<file path="src/hw/rtl/nmas_pkg.sv">
// ----------------------------------------------------------------------------
// nmas_pkg
// Shared types, constants and helpers of the media autosense block.
// ----------------------------------------------------------------------------
package nmas_pkg;

    // Largest number of media leaves the table holds.
    localparam logic [3:0] MAX_LEAVES = 4'd8;

    localparam int CFG_INDEX_W = 3;
    localparam int CFG_DATA_W  = 64;

    // Configuration register indexes.
    localparam logic [CFG_INDEX_W-1:0] CFG_CHIP_KIND  = 3'd0;
    localparam logic [CFG_INDEX_W-1:0] CFG_MEDIA_LOCK = 3'd1;
    localparam logic [CFG_INDEX_W-1:0] CFG_LEAF_COUNT = 3'd2;
    localparam logic [CFG_INDEX_W-1:0] CFG_LEAF_LOW   = 3'd3;
    localparam logic [CFG_INDEX_W-1:0] CFG_LEAF_HIGH  = 3'd4;
    localparam logic [CFG_INDEX_W-1:0] CFG_FD_MASK    = 3'd5;

    // Chip kinds.
    localparam logic [1:0] KIND_FIRST   = 2'd0;
    localparam logic [1:0] KIND_SECOND  = 2'd1;
    localparam logic [1:0] KIND_GENERIC = 2'd2;

    // Bit positions in the status word.
    localparam int ST_NET_ERR_BIT   = 1;
    localparam int ST_LINK_FAIL_BIT = 2;
    localparam int ST_NONSEL_BIT    = 8;
    localparam int ST_AUI_ACT_BIT   = 9;

    // Tick intervals in tenths of a second.
    localparam logic [9:0] T_DEFAULT = 10'd20;
    localparam logic [9:0] T_SHORT   = 10'd24;
    localparam logic [9:0] T_10S     = 10'd100;
    localparam logic [9:0] T_20S     = 10'd200;
    localparam logic [9:0] T_30S     = 10'd300;
    localparam logic [9:0] T_60S     = 10'd600;

    // Leaf types.
    localparam logic [2:0] LEAF_SIA      = 3'd0;
    localparam logic [2:0] LEAF_MII_A    = 3'd1;
    localparam logic [2:0] LEAF_MII_B    = 3'd3;
    localparam logic [2:0] LEAF_SYM      = 3'd4;

    // Media code of the type-4 leaf that steps on a network error.
    localparam logic [3:0] MEDIA_SYM_STEP = 4'd3;

    typedef struct packed {
        logic [3:0] port;
        logic       sel;
        logic       rsia;
        logic       rrx;
        logic       dup;
        logic       mtx;
        logic [9:0] tick;
        logic       nouse;
    } t_result;

    typedef struct packed {
        logic       start;
        logic [2:0] idx;
        logic [3:0] cnt;
    } t_walk_req;

    typedef struct packed {
        logic       done;
        logic       found;
        logic [2:0] idx;
        logic [3:0] port;
    } t_walk_res;

    function automatic logic [15:0] leaf_word(input logic [63:0] low,
                                              input logic [63:0] high,
                                              input logic [2:0]  idx);
        logic [63:0] w;
        w = idx[2] ? high : low;
        return w[{idx[1:0], 4'b0000} +: 16];
    endfunction

endpackage

</file>
<file path="src/hw/rtl/nmas_walk.sv">
// ----------------------------------------------------------------------------
// nmas_walk
// Leaf search unit: steps back through the leaf table one leaf per cycle and
// stops at the first leaf whose media is not full duplex or after cnt leaves.
// ----------------------------------------------------------------------------
module nmas_walk (
    input  logic                i_clk,
    input  logic                i_rst_n,
    input  nmas_pkg::t_walk_req i_req,
    input  logic [63:0]         i_leaf_low,
    input  logic [63:0]         i_leaf_high,
    input  logic [15:0]         i_fd_mask,
    output nmas_pkg::t_walk_res o_res
);

    logic       r_busy, n_busy;
    logic [2:0] r_idx, n_idx;
    logic [3:0] r_cnt, n_cnt;
    logic [3:0] r_k, n_k;

    logic [2:0]  w_step_idx;
    logic [15:0] w_leaf;
    logic [3:0]  w_port;
    logic        w_is_fd;
    logic [3:0]  w_k_inc;
    logic [3:0]  w_last;

    // The shared unit: one index step and one duplex-mask test.
    always_comb begin
        w_last = r_cnt - 4'd1;
        if (r_idx == 3'd0 || {1'b0, r_idx} > r_cnt) begin
            w_step_idx = w_last[2:0];
        end else begin
            w_step_idx = r_idx - 3'd1;
        end
        w_leaf  = nmas_pkg::leaf_word(i_leaf_low, i_leaf_high, w_step_idx);
        w_port  = w_leaf[3:0];
        w_is_fd = i_fd_mask[w_port];
        w_k_inc = r_k + 4'd1;
    end

    always_comb begin
        n_busy = r_busy;
        n_idx  = r_idx;
        n_cnt  = r_cnt;
        n_k    = r_k;
        if (i_req.start) begin
            n_busy = 1'b1;
            n_idx  = i_req.idx;
            n_cnt  = i_req.cnt;
            n_k    = 4'd0;
        end else if (r_busy) begin
            n_idx = w_step_idx;
            n_k   = w_k_inc;
            if (!w_is_fd || w_k_inc == r_cnt) begin
                n_busy = 1'b0;
            end
        end
    end

    always_comb begin
        o_res.done  = r_busy && (!w_is_fd || w_k_inc == r_cnt);
        o_res.found = !w_is_fd;
        o_res.idx   = w_step_idx;
        o_res.port  = w_port;
    end

    always_ff @(posedge i_clk) begin
        if (!i_rst_n) begin
            r_busy <= 1'b0;
        end else begin
            r_busy <= n_busy;
        end
        r_idx <= n_idx;
        r_cnt <= n_cnt;
        r_k   <= n_k;
    end

endmodule

</file>
<file path="src/hw/rtl/nic_media_autosense_core.sv">
// ----------------------------------------------------------------------------
// nic_media_autosense_core
// Per-tick media selection for three chip kinds, with a leaf-table search.
// ----------------------------------------------------------------------------
//  Channel   Direction  Handshake               Contents
//  input     in         i_in_valid/o_in_stall   i_link_status
//  output    out        o_out_valid/i_out_stall media port, action flags, tick
//  config    in         i_cfg_we                i_cfg_index, i_cfg_data
//
//  A word runs from acceptance through the evaluate state, the search state
//  when a leaf search runs (it visits up to 8 leaves) and the finish state.
//  The search reads one leaf per cycle through a single index-step and
//  duplex-mask test unit. One word is in work at a time.
//  Reset is synchronous and active low; it restores the register defaults.
//  A stalled result waits in the output register; the next word is taken
//  meanwhile and its result waits until the register is free.
// ----------------------------------------------------------------------------
module nic_media_autosense_core (
    input  logic                              i_clk,
    input  logic                              i_rst_n,
    input  logic                              i_in_valid,
    output logic                              o_in_stall,
    input  logic [15:0]                       i_link_status,
    output logic                              o_out_valid,
    input  logic                              i_out_stall,
    output logic [3:0]                        o_media_port,
    output logic                              o_select_media,
    output logic                              o_reset_sia,
    output logic                              o_restart_rxtx,
    output logic                              o_check_duplex,
    output logic                              o_mark_tx_start,
    output logic [9:0]                        o_next_tick_tenths,
    output logic                              o_no_usable_media,
    input  logic                              i_cfg_we,
    input  logic [nmas_pkg::CFG_INDEX_W-1:0]  i_cfg_index,
    input  logic [nmas_pkg::CFG_DATA_W-1:0]   i_cfg_data
);

    typedef enum logic [3:0] {
        S_IDLE   = 4'b0001,
        S_EVAL   = 4'b0010,
        S_WALK   = 4'b0100,
        S_FINISH = 4'b1000
    } t_state;

    t_state r_state, n_state;

    // Configuration.
    logic [1:0]  r_chip_kind;
    logic        r_media_lock;
    logic [3:0]  r_leaf_count;
    logic [63:0] r_leaf_low;
    logic [63:0] r_leaf_high;
    logic [15:0] r_fd_mask;

    // Block state.
    logic [3:0] r_cur_port;
    logic       r_sense;
    logic [2:0] r_leaf_index;

    // Word in work.
    logic [15:0]       r_status;
    nmas_pkg::t_result r_pend, n_pend;
    logic              r_pend_sense, n_pend_sense;
    logic [2:0]        r_pend_idx, n_pend_idx;

    // Output register.
    logic              r_out_valid;
    nmas_pkg::t_result r_out;

    nmas_pkg::t_result   w_dec;
    logic                w_dec_sense;
    logic                w_dec_step;
    logic [3:0]          w_n;
    nmas_pkg::t_walk_req w_req;
    nmas_pkg::t_walk_res w_res;
    logic                w_accept;
    logic                w_commit;

    assign w_accept = i_in_valid && (r_state == S_IDLE);
    assign w_commit = (r_state == S_FINISH) && (!r_out_valid || !i_out_stall);
    assign w_n      = (r_leaf_count > nmas_pkg::MAX_LEAVES) ? nmas_pkg::MAX_LEAVES
                                                            : r_leaf_count;

    // Decision for the word in r_status, from the state before this tick.
    always_comb begin
        logic [15:0] lw;
        logic [3:0]  media;
        logic [2:0]  ltype;
        logic [2:0]  sbit;
        logic [7:0]  st_lo;
        logic        as_mii;
        w_dec        = '0;
        w_dec.port   = r_cur_port;
        w_dec.tick   = nmas_pkg::T_DEFAULT;
        w_dec_sense  = r_sense;
        w_dec_step   = 1'b0;
        as_mii       = 1'b0;
        lw           = nmas_pkg::leaf_word(r_leaf_low, r_leaf_high, r_leaf_index);
        media        = lw[3:0];
        ltype        = lw[6:4];
        sbit         = lw[9:7];
        st_lo        = r_status[7:0];
        if (r_chip_kind == nmas_pkg::KIND_FIRST) begin
            if (!r_media_lock && r_status[nmas_pkg::ST_NET_ERR_BIT]) begin
                w_dec.port = (r_cur_port == 4'd2) ? 4'd0 : 4'd2;
                w_dec.sel  = 1'b1;
                w_dec.mtx  = 1'b1;
            end
        end else if (r_chip_kind == nmas_pkg::KIND_SECOND) begin
            if (!r_media_lock) begin
                if (r_cur_port == 4'd0 || r_cur_port == 4'd3 || r_cur_port == 4'd4) begin
                    if (r_status[nmas_pkg::ST_LINK_FAIL_BIT]) begin
                        w_dec_sense = 1'b1;
                        w_dec.port  = r_status[nmas_pkg::ST_AUI_ACT_BIT] ? 4'd2 : 4'd1;
                        w_dec.rsia  = 1'b1;
                        w_dec.tick  = nmas_pkg::T_10S;
                    end else begin
                        w_dec.tick = nmas_pkg::T_30S;
                    end
                end else if (r_cur_port == 4'd1 || r_cur_port == 4'd2) begin
                    if (r_status[nmas_pkg::ST_NONSEL_BIT]) begin
                        w_dec.tick  = nmas_pkg::T_30S;
                        w_dec_sense = 1'b0;
                    end else if (!r_status[nmas_pkg::ST_LINK_FAIL_BIT]) begin
                        w_dec.port = 4'd0;
                        w_dec.sel  = 1'b1;
                        w_dec.tick = nmas_pkg::T_SHORT;
                    end else if (r_sense || r_status[nmas_pkg::ST_NET_ERR_BIT]) begin
                        w_dec.port = 4'd3 - r_cur_port;
                        w_dec.sel  = 1'b1;
                        w_dec.tick = nmas_pkg::T_20S;
                    end else begin
                        w_dec.tick = nmas_pkg::T_20S;
                    end
                end
            end
        end else begin
            if (w_n == 4'd0) begin
                w_dec.tick = nmas_pkg::T_60S;
            end else begin
                if (ltype == nmas_pkg::LEAF_SIA || ltype == nmas_pkg::LEAF_SYM) begin
                    if (lw[11]) begin
                        // Without media sense only the symbol-mode leaf steps on.
                        if (ltype == nmas_pkg::LEAF_SYM && media == nmas_pkg::MEDIA_SYM_STEP
                            && r_status[nmas_pkg::ST_NET_ERR_BIT]) begin
                            w_dec_step = 1'b1;
                        end
                    end else if (lw[10] != st_lo[sbit]) begin
                        as_mii = lw[12];
                    end else if (!r_media_lock) begin
                        w_dec_step = 1'b1;
                    end
                end else if (ltype == nmas_pkg::LEAF_MII_A || ltype == nmas_pkg::LEAF_MII_B) begin
                    as_mii = 1'b1;
                end
                if (as_mii) begin
                    w_dec.dup  = 1'b1;
                    w_dec.tick = nmas_pkg::T_60S;
                    w_dec_step = 1'b0;
                end
            end
        end
    end

    assign w_req.start = (r_state == S_EVAL) && w_dec_step;
    assign w_req.idx   = r_leaf_index;
    assign w_req.cnt   = w_n;

    nmas_walk u_walk (
        .i_clk       (i_clk),
        .i_rst_n     (i_rst_n),
        .i_req       (w_req),
        .i_leaf_low  (r_leaf_low),
        .i_leaf_high (r_leaf_high),
        .i_fd_mask   (r_fd_mask),
        .o_res       (w_res)
    );

    always_comb begin
        n_state      = r_state;
        n_pend       = r_pend;
        n_pend_sense = r_pend_sense;
        n_pend_idx   = r_pend_idx;
        unique case (r_state)
            S_IDLE: begin
                if (w_accept) begin
                    n_state = S_EVAL;
                end
            end
            S_EVAL: begin
                n_pend       = w_dec;
                n_pend_sense = w_dec_sense;
                n_pend_idx   = r_leaf_index;
                n_state      = w_dec_step ? S_WALK : S_FINISH;
            end
            S_WALK: begin
                if (w_res.done) begin
                    if (w_res.found) begin
                        n_pend.port = w_res.port;
                        n_pend.sel  = 1'b1;
                        n_pend.rrx  = 1'b1;
                        n_pend.tick = nmas_pkg::T_SHORT;
                        n_pend_idx  = w_res.idx;
                    end else begin
                        n_pend.nouse = 1'b1;
                    end
                    n_state = S_FINISH;
                end
            end
            S_FINISH: begin
                if (w_commit) begin
                    n_state = S_IDLE;
                end
            end
            default: begin
                n_state = S_IDLE;
            end
        endcase
    end

    always_ff @(posedge i_clk) begin
        if (!i_rst_n) begin
            r_state      <= S_IDLE;
            r_chip_kind  <= nmas_pkg::KIND_GENERIC;
            r_media_lock <= 1'b0;
            r_leaf_count <= 4'd0;
            r_leaf_low   <= '0;
            r_leaf_high  <= '0;
            r_fd_mask    <= '0;
            r_cur_port   <= 4'd0;
            r_sense      <= 1'b0;
            r_leaf_index <= 3'd0;
            r_out_valid  <= 1'b0;
        end else begin
            r_state <= n_state;
            if (i_cfg_we) begin
                unique case (i_cfg_index)
                    nmas_pkg::CFG_CHIP_KIND:  r_chip_kind  <= i_cfg_data[1:0];
                    nmas_pkg::CFG_MEDIA_LOCK: r_media_lock <= i_cfg_data[0];
                    nmas_pkg::CFG_LEAF_COUNT: r_leaf_count <= i_cfg_data[3:0];
                    nmas_pkg::CFG_LEAF_LOW:   r_leaf_low   <= i_cfg_data;
                    nmas_pkg::CFG_LEAF_HIGH:  r_leaf_high  <= i_cfg_data;
                    nmas_pkg::CFG_FD_MASK:    r_fd_mask    <= i_cfg_data[15:0];
                    default: ;
                endcase
            end
            if (w_commit) begin
                r_cur_port   <= r_pend.port;
                r_sense      <= r_pend_sense;
                r_leaf_index <= r_pend_idx;
                r_out_valid  <= 1'b1;
            end else if (!i_out_stall) begin
                r_out_valid <= 1'b0;
            end
        end
        if (w_accept) begin
            r_status <= i_link_status;
        end
        if (w_commit) begin
            r_out <= r_pend;
        end
        r_pend       <= n_pend;
        r_pend_sense <= n_pend_sense;
        r_pend_idx   <= n_pend_idx;
    end

    assign o_in_stall         = (r_state != S_IDLE);
    assign o_out_valid        = r_out_valid;
    assign o_media_port       = r_out.port;
    assign o_select_media     = r_out.sel;
    assign o_reset_sia        = r_out.rsia;
    assign o_restart_rxtx     = r_out.rrx;
    assign o_check_duplex     = r_out.dup;
    assign o_mark_tx_start    = r_out.mtx;
    assign o_next_tick_tenths = r_out.tick;
    assign o_no_usable_media  = r_out.nouse;

`ifndef SYNTH
    // An accepted word is evaluated in the next cycle.
    a_accept_eval: assert property (@(posedge i_clk) disable iff (!i_rst_n)
        (i_in_valid && !o_in_stall) |=> (r_state == S_EVAL))
        else $error("accepted word did not move to evaluation");

    // The leaf search only finishes while the sequencer waits for it.
    a_walk_owner: assert property (@(posedge i_clk) disable iff (!i_rst_n)
        w_res.done |-> (r_state == S_WALK))
        else $error("leaf search finished outside the search state");

    // A search that found no usable leaf changes nothing.
    a_nouse_quiet: assert property (@(posedge i_clk) disable iff (!i_rst_n)
        (o_out_valid && o_no_usable_media) |-> (!o_select_media && !o_restart_rxtx))
        else $error("no usable media reported together with a media switch");

    // A result is loaded only into a free or draining output register.
    a_no_overwrite: assert property (@(posedge i_clk) disable iff (!i_rst_n)
        (o_out_valid && i_out_stall) |=> (o_out_valid && $stable(o_media_port)))
        else $error("stalled result was overwritten");
`endif

endmodule

</file>
<file path="config.mk">
export PLATFORM = sky130hd
export DESIGN_NAME = nic_media_autosense_core
export DESIGN_NICKNAME = d
export VERILOG_FILES = /design/src/hw/rtl/nmas_pkg.sv /design/src/hw/rtl/nmas_walk.sv /design/src/hw/rtl/nic_media_autosense_core.sv
export SDC_FILE = /design/constraint.sdc
export NUM_CORES = 1
export LEC_CHECK = 0
export BUFFER_PORTS_ARGS = -buffer_cell sky130_fd_sc_hd__buf_4
export CELL_PAD_IN_SITES_DETAIL_PLACEMENT = 1
export CELL_PAD_IN_SITES_GLOBAL_PLACEMENT = 1
export CORE_ASPECT_RATIO = 0.8
export CORE_MARGIN = 8
export CORE_UTILIZATION = 49
export DETAILED_ROUTE_END_ITERATION = 10
export PLACE_DENSITY_LB_ADDON = 0.1
export SYNTH_ARGS = -nofsm -noshare
export SYNTH_HDL_FRONTEND = slang
export SYNTH_SLANG_ARGS = --single-unit
</file>
<file path="constraint.sdc">
create_clock -name i_clk -period 14.2 [get_ports i_clk]
set_input_delay 1.42 -clock i_clk [delete_from_list [all_inputs] [get_ports i_clk]]
set_output_delay 1.42 -clock i_clk [all_outputs]
set_load 0.1 [all_outputs]
</file>
==> results.py <==
metrics = {
    "outcome": {
        "outcome": "completed",
    },
    "clocking": {
        "cts_resized": 0,
        "clockRootBuffer": "clkbuf_16",
        "cts_tree": "yes",
        "cts_num_sinks": 202,
        "cts.clk_slew.worst_paths_ns": 0.06,
        "ctsHtreeMaxLevel": 1,
        "cts_setup_buffers": 0,
        "numCtsBuffers": 22,
        "clock_latency_ns": 0.52,
        "cts_buffer_depth": 3,
        "cts_hold_buf": 0,
    },
    "global_routing": {
        "grt_pass1_vias": 8211,
        "grt_max_degree": 101,
        "grt_pass1_wl_mm": 44.6,
        "gr-total-overflow": 0,
        "antenna_found_initial": 0,
        "track_usage": 0.229,
    },
    "sta": {
        "hold_viol": 0,
        "setup_viol": 0,
        "fin_crit_ns": 6.18,
        "worst_clock_skew_ns": 0.0225,
        "relSlewSlack": 0.314,
        "max_freq_mhz": 162,
        "worstMarginPinSlew_ns": 1.02,
        "slew_viol_final": 0,
        "rsz0062_at_grt": "no",
        "fin_crit_sh": 0.435,
        "finalSetupTns_ns": 0,
    },
    "die": {
        "initial_utilization": 0.503,
        "pin_count": 110,
        "core_um2": 19100,
        "rows": 45,
        "die_area_um2": 24300,
        "fp.dieW_um": 172,
        "fp.dieH_um": 141,
    },
    "route": {
        "drt_iter0_markers": 495,
        "drc": 0,
        "vias": 7801,
        "routedWlPerCell_um": 20.3,
        "drt-vias-per-instance": 5.74,
        "drt_first_pass_iters": 5,
        "routed_wl_mm": 27.6,
        "ant_nets": 0,
    },
    "synthesis": {
        "ys.flop_type": "dfxtp_1",
        "synth-edff-count": 57,
        "synth_cells": 1023,
        "ys_seq_area_frac": 0.481,
        "netlist_area_um2": 9590,
        "synthArstFlopShare": 0,
        "synth_warnings": 0,
        "syn_avg_cell_area_um2": 9.38,
        "synth_cell_type_count": 66,
        "synth-seq-cells": 202,
    },
    "placement": {
        "place_area_um2": 10400,
        "port_buffers": 92,
        "post-dp-hpwl_mm": 18.9,
        "gp_congestion": 0.856,
        "place_inst": 1321,
    },
    "setup_path": {
        "critPathTopFamily": "simple AND/OR/NAND/NOR gates",
        "max_stage_delay_ns": 0.92,
        "crit_slowest_cell": "nor4_1",
        "crit_fanout": 17,
        "crit_chain": "ha_1, and3_1, a211oi_1, o21ai_0, nand2_1, inv_1, ha_1, inv_1, o21ai_0, nor4_1, or4_1, mux2_1, o211ai_1, nand4_2, o21ai_1, buf_4",
        "critPathArrivalTime_ns": 6.36,
        "crit_type": "flop to flop",
        "critPathLaunchType": "flop",
        "required_ns": 14.38,
        "path_buf_inv": 3,
        "end_kind": "flop",
    },
    "power_and_ir_drop": {
        "pwr_density_cell_nw_per_um2": 114,
        "p_leak_nw": 3.96,
        "power_w": 0.00128,
        "peakVddDrop_mv": 0.0709,
    },
    "layout": {
        "layout.cells.non_filler": 1360,
        "area_growth_pct": 16.6,
        "drive_above_1_share": 0.170,
        "final_common_cell": "nand2_1",
        "final_cell_mix": "nand2_1 (306), dfxtp_1 (145), a21boi_0 (129)",
        "layout.nets": 1182,
        "diodes": 0,
        "fin_area_um2": 11200,
    },
    "flow_run": {
        "cap_violations": 0,
    },
    "hold_path": {
        "worstHoldPathType": "flop to flop",
    },
}
## layer usage
layer | track usage | vias to the layer above | wire length, µm
li1 | - | 3712 | -
met1 | 0.302 | 3878 | 12500
met2 | 0.383 | 166 | 13200
met3 | 0.0340 | 45 | 1180
met4 | 0.0657 | 0 | 718
met5 | 0 | - | 0
## where the power goes
part | switching (W) | internal, W | total (W) | leakage (nW)
combinational | 0.0000459 | 0.0000336 | 0.0000794 | 1.90
sequential | 0.00000971 | 0.000604 | 0.000614 | 1.69
clock | 0.000240 | 0.000343 | 0.000583 | 0.361
total | 0.000296 | 0.000981 | 0.00128 | 3.96
## cell usage after synthesis (all sizes together) (4+ instances only)
library cell | instances | area [µm²]
nand3 | 10 | 50.1
nand2b | 15 | 93.8
and2 | 5 | 31.3
nor2 | 33 | 124
mux4 | 26 | 586
edfxtp | 57 | 1710
nand4 | 7 | 50.1
nand2 | 306 | 1150
a21oi | 13 | 65.1
nor3b | 8 | 60.1
a31oi | 6 | 37.5
a21boi | 130 | 980
mux2 | 7 | 82.6
xnor2 | 7 | 61.3
nor3 | 8 | 40.0
xor2 | 5 | 43.8
inv | 21 | 78.8
a211oi | 6 | 45.0
nand3b | 4 | 30.0
o21ai | 26 | 130
o31ai | 6 | 45.0
nor4 | 6 | 43.8
mux2i | 23 | 230
nor2b | 12 | 75.1
buf | 10 | 67.6
o41ai | 6 | 52.6
clkbuf | 53 | 199
dfxtp | 145 | 2900
o211ai | 9 | 67.6
and3b | 5 | 47.6
and3 | 9 | 58.8
ha | 7 | 87.6
## registers in the layout, indices dropped and copies added (netlist names), 8 cells and up
signal / count
r_status: 10
r_leaf_low: 52
r_leaf_high: 52
o_next_tick_tenths: 8
r_pend: 18
r_fd_mask: 16
## path summary, 6_finish.rpt
kind / start / to / cells after the start / slack (ns)
max: u_walk.r_cnt[0]$_DFFE_PP_ / r_pend[7]$_SDFFCE_PP0P_ / 16 / 8.02
min: r_pend[13]$_DFFE_PP_ / o_restart_rxtx$_DFFE_PP_ / 0 / 0.42
max reg2reg: u_walk.r_cnt[0]$_DFFE_PP_ / r_pend[7]$_SDFFCE_PP0P_ / 16 / 8.02
min reg2reg: r_pend[13]$_DFFE_PP_ / o_restart_rxtx$_DFFE_PP_ / 0 / 0.42
## cell families after synthesis
kind of cell / count (synthesis) / share of synthesized area
other: 1 / 0.000391
flip-flops: 202 / 0.481
AND/OR/NAND/NOR: 436 / 0.200
buffers and inverters: 85 / 0.0364
XOR/XNOR: 12 / 0.0110
adder cells (fa/ha/maj): 7 / 0.00913
multiplexers: 56 / 0.0937
AO/OA/AOI/OAI: 224 / 0.169
## stage by stage
| step | utilization | worst slack (ns) | hold WS (ns) |
|---|---|---|---|
| 5_1_grt | 0.586 | 7.64 | 0.428 |
| 3_5_place_dp | 0.547 | 8.18 | 0.406 |
| 6_report | 0.586 | 8.02 | 0.421 |
| 3_3_place_gp | 0.547 | 8.30 | 0.401 |
| 4_1_cts | 0.586 | 8.10 | 0.426 |
| 2_1_floorplan | - | 8.61 | 0.400 |
## worst reg2reg max path: stages (launching register included)
cell and delay [ns]:
edfxtp_1 0.49, ha_1 0.34, and3_1 0.21, a211oi_1 0.40
o21ai_0 0.21, nand2_1 0.28, inv_1 0.19, ha_1 0.40
inv_1 0.23, o21ai_0 0.29, nor4_1 0.92, or4_1 0.49
mux2_1 0.39, o211ai_1 0.24, nand4_2 0.27, o21ai_1 0.21
buf_4 0.30
## area by class of cell
type | count | area (µm²)
sequential | 202 | 4610
clock inverter | 8 | 90.1
timing repair buffer | 102 | 766
clock buffer | 31 | 656
tap | 258 | 323
fill | 2127 | 7910
multi-input combinational | 737 | 4650
inverter | 22 | 82.6
(Power assumes the default switching activity.)
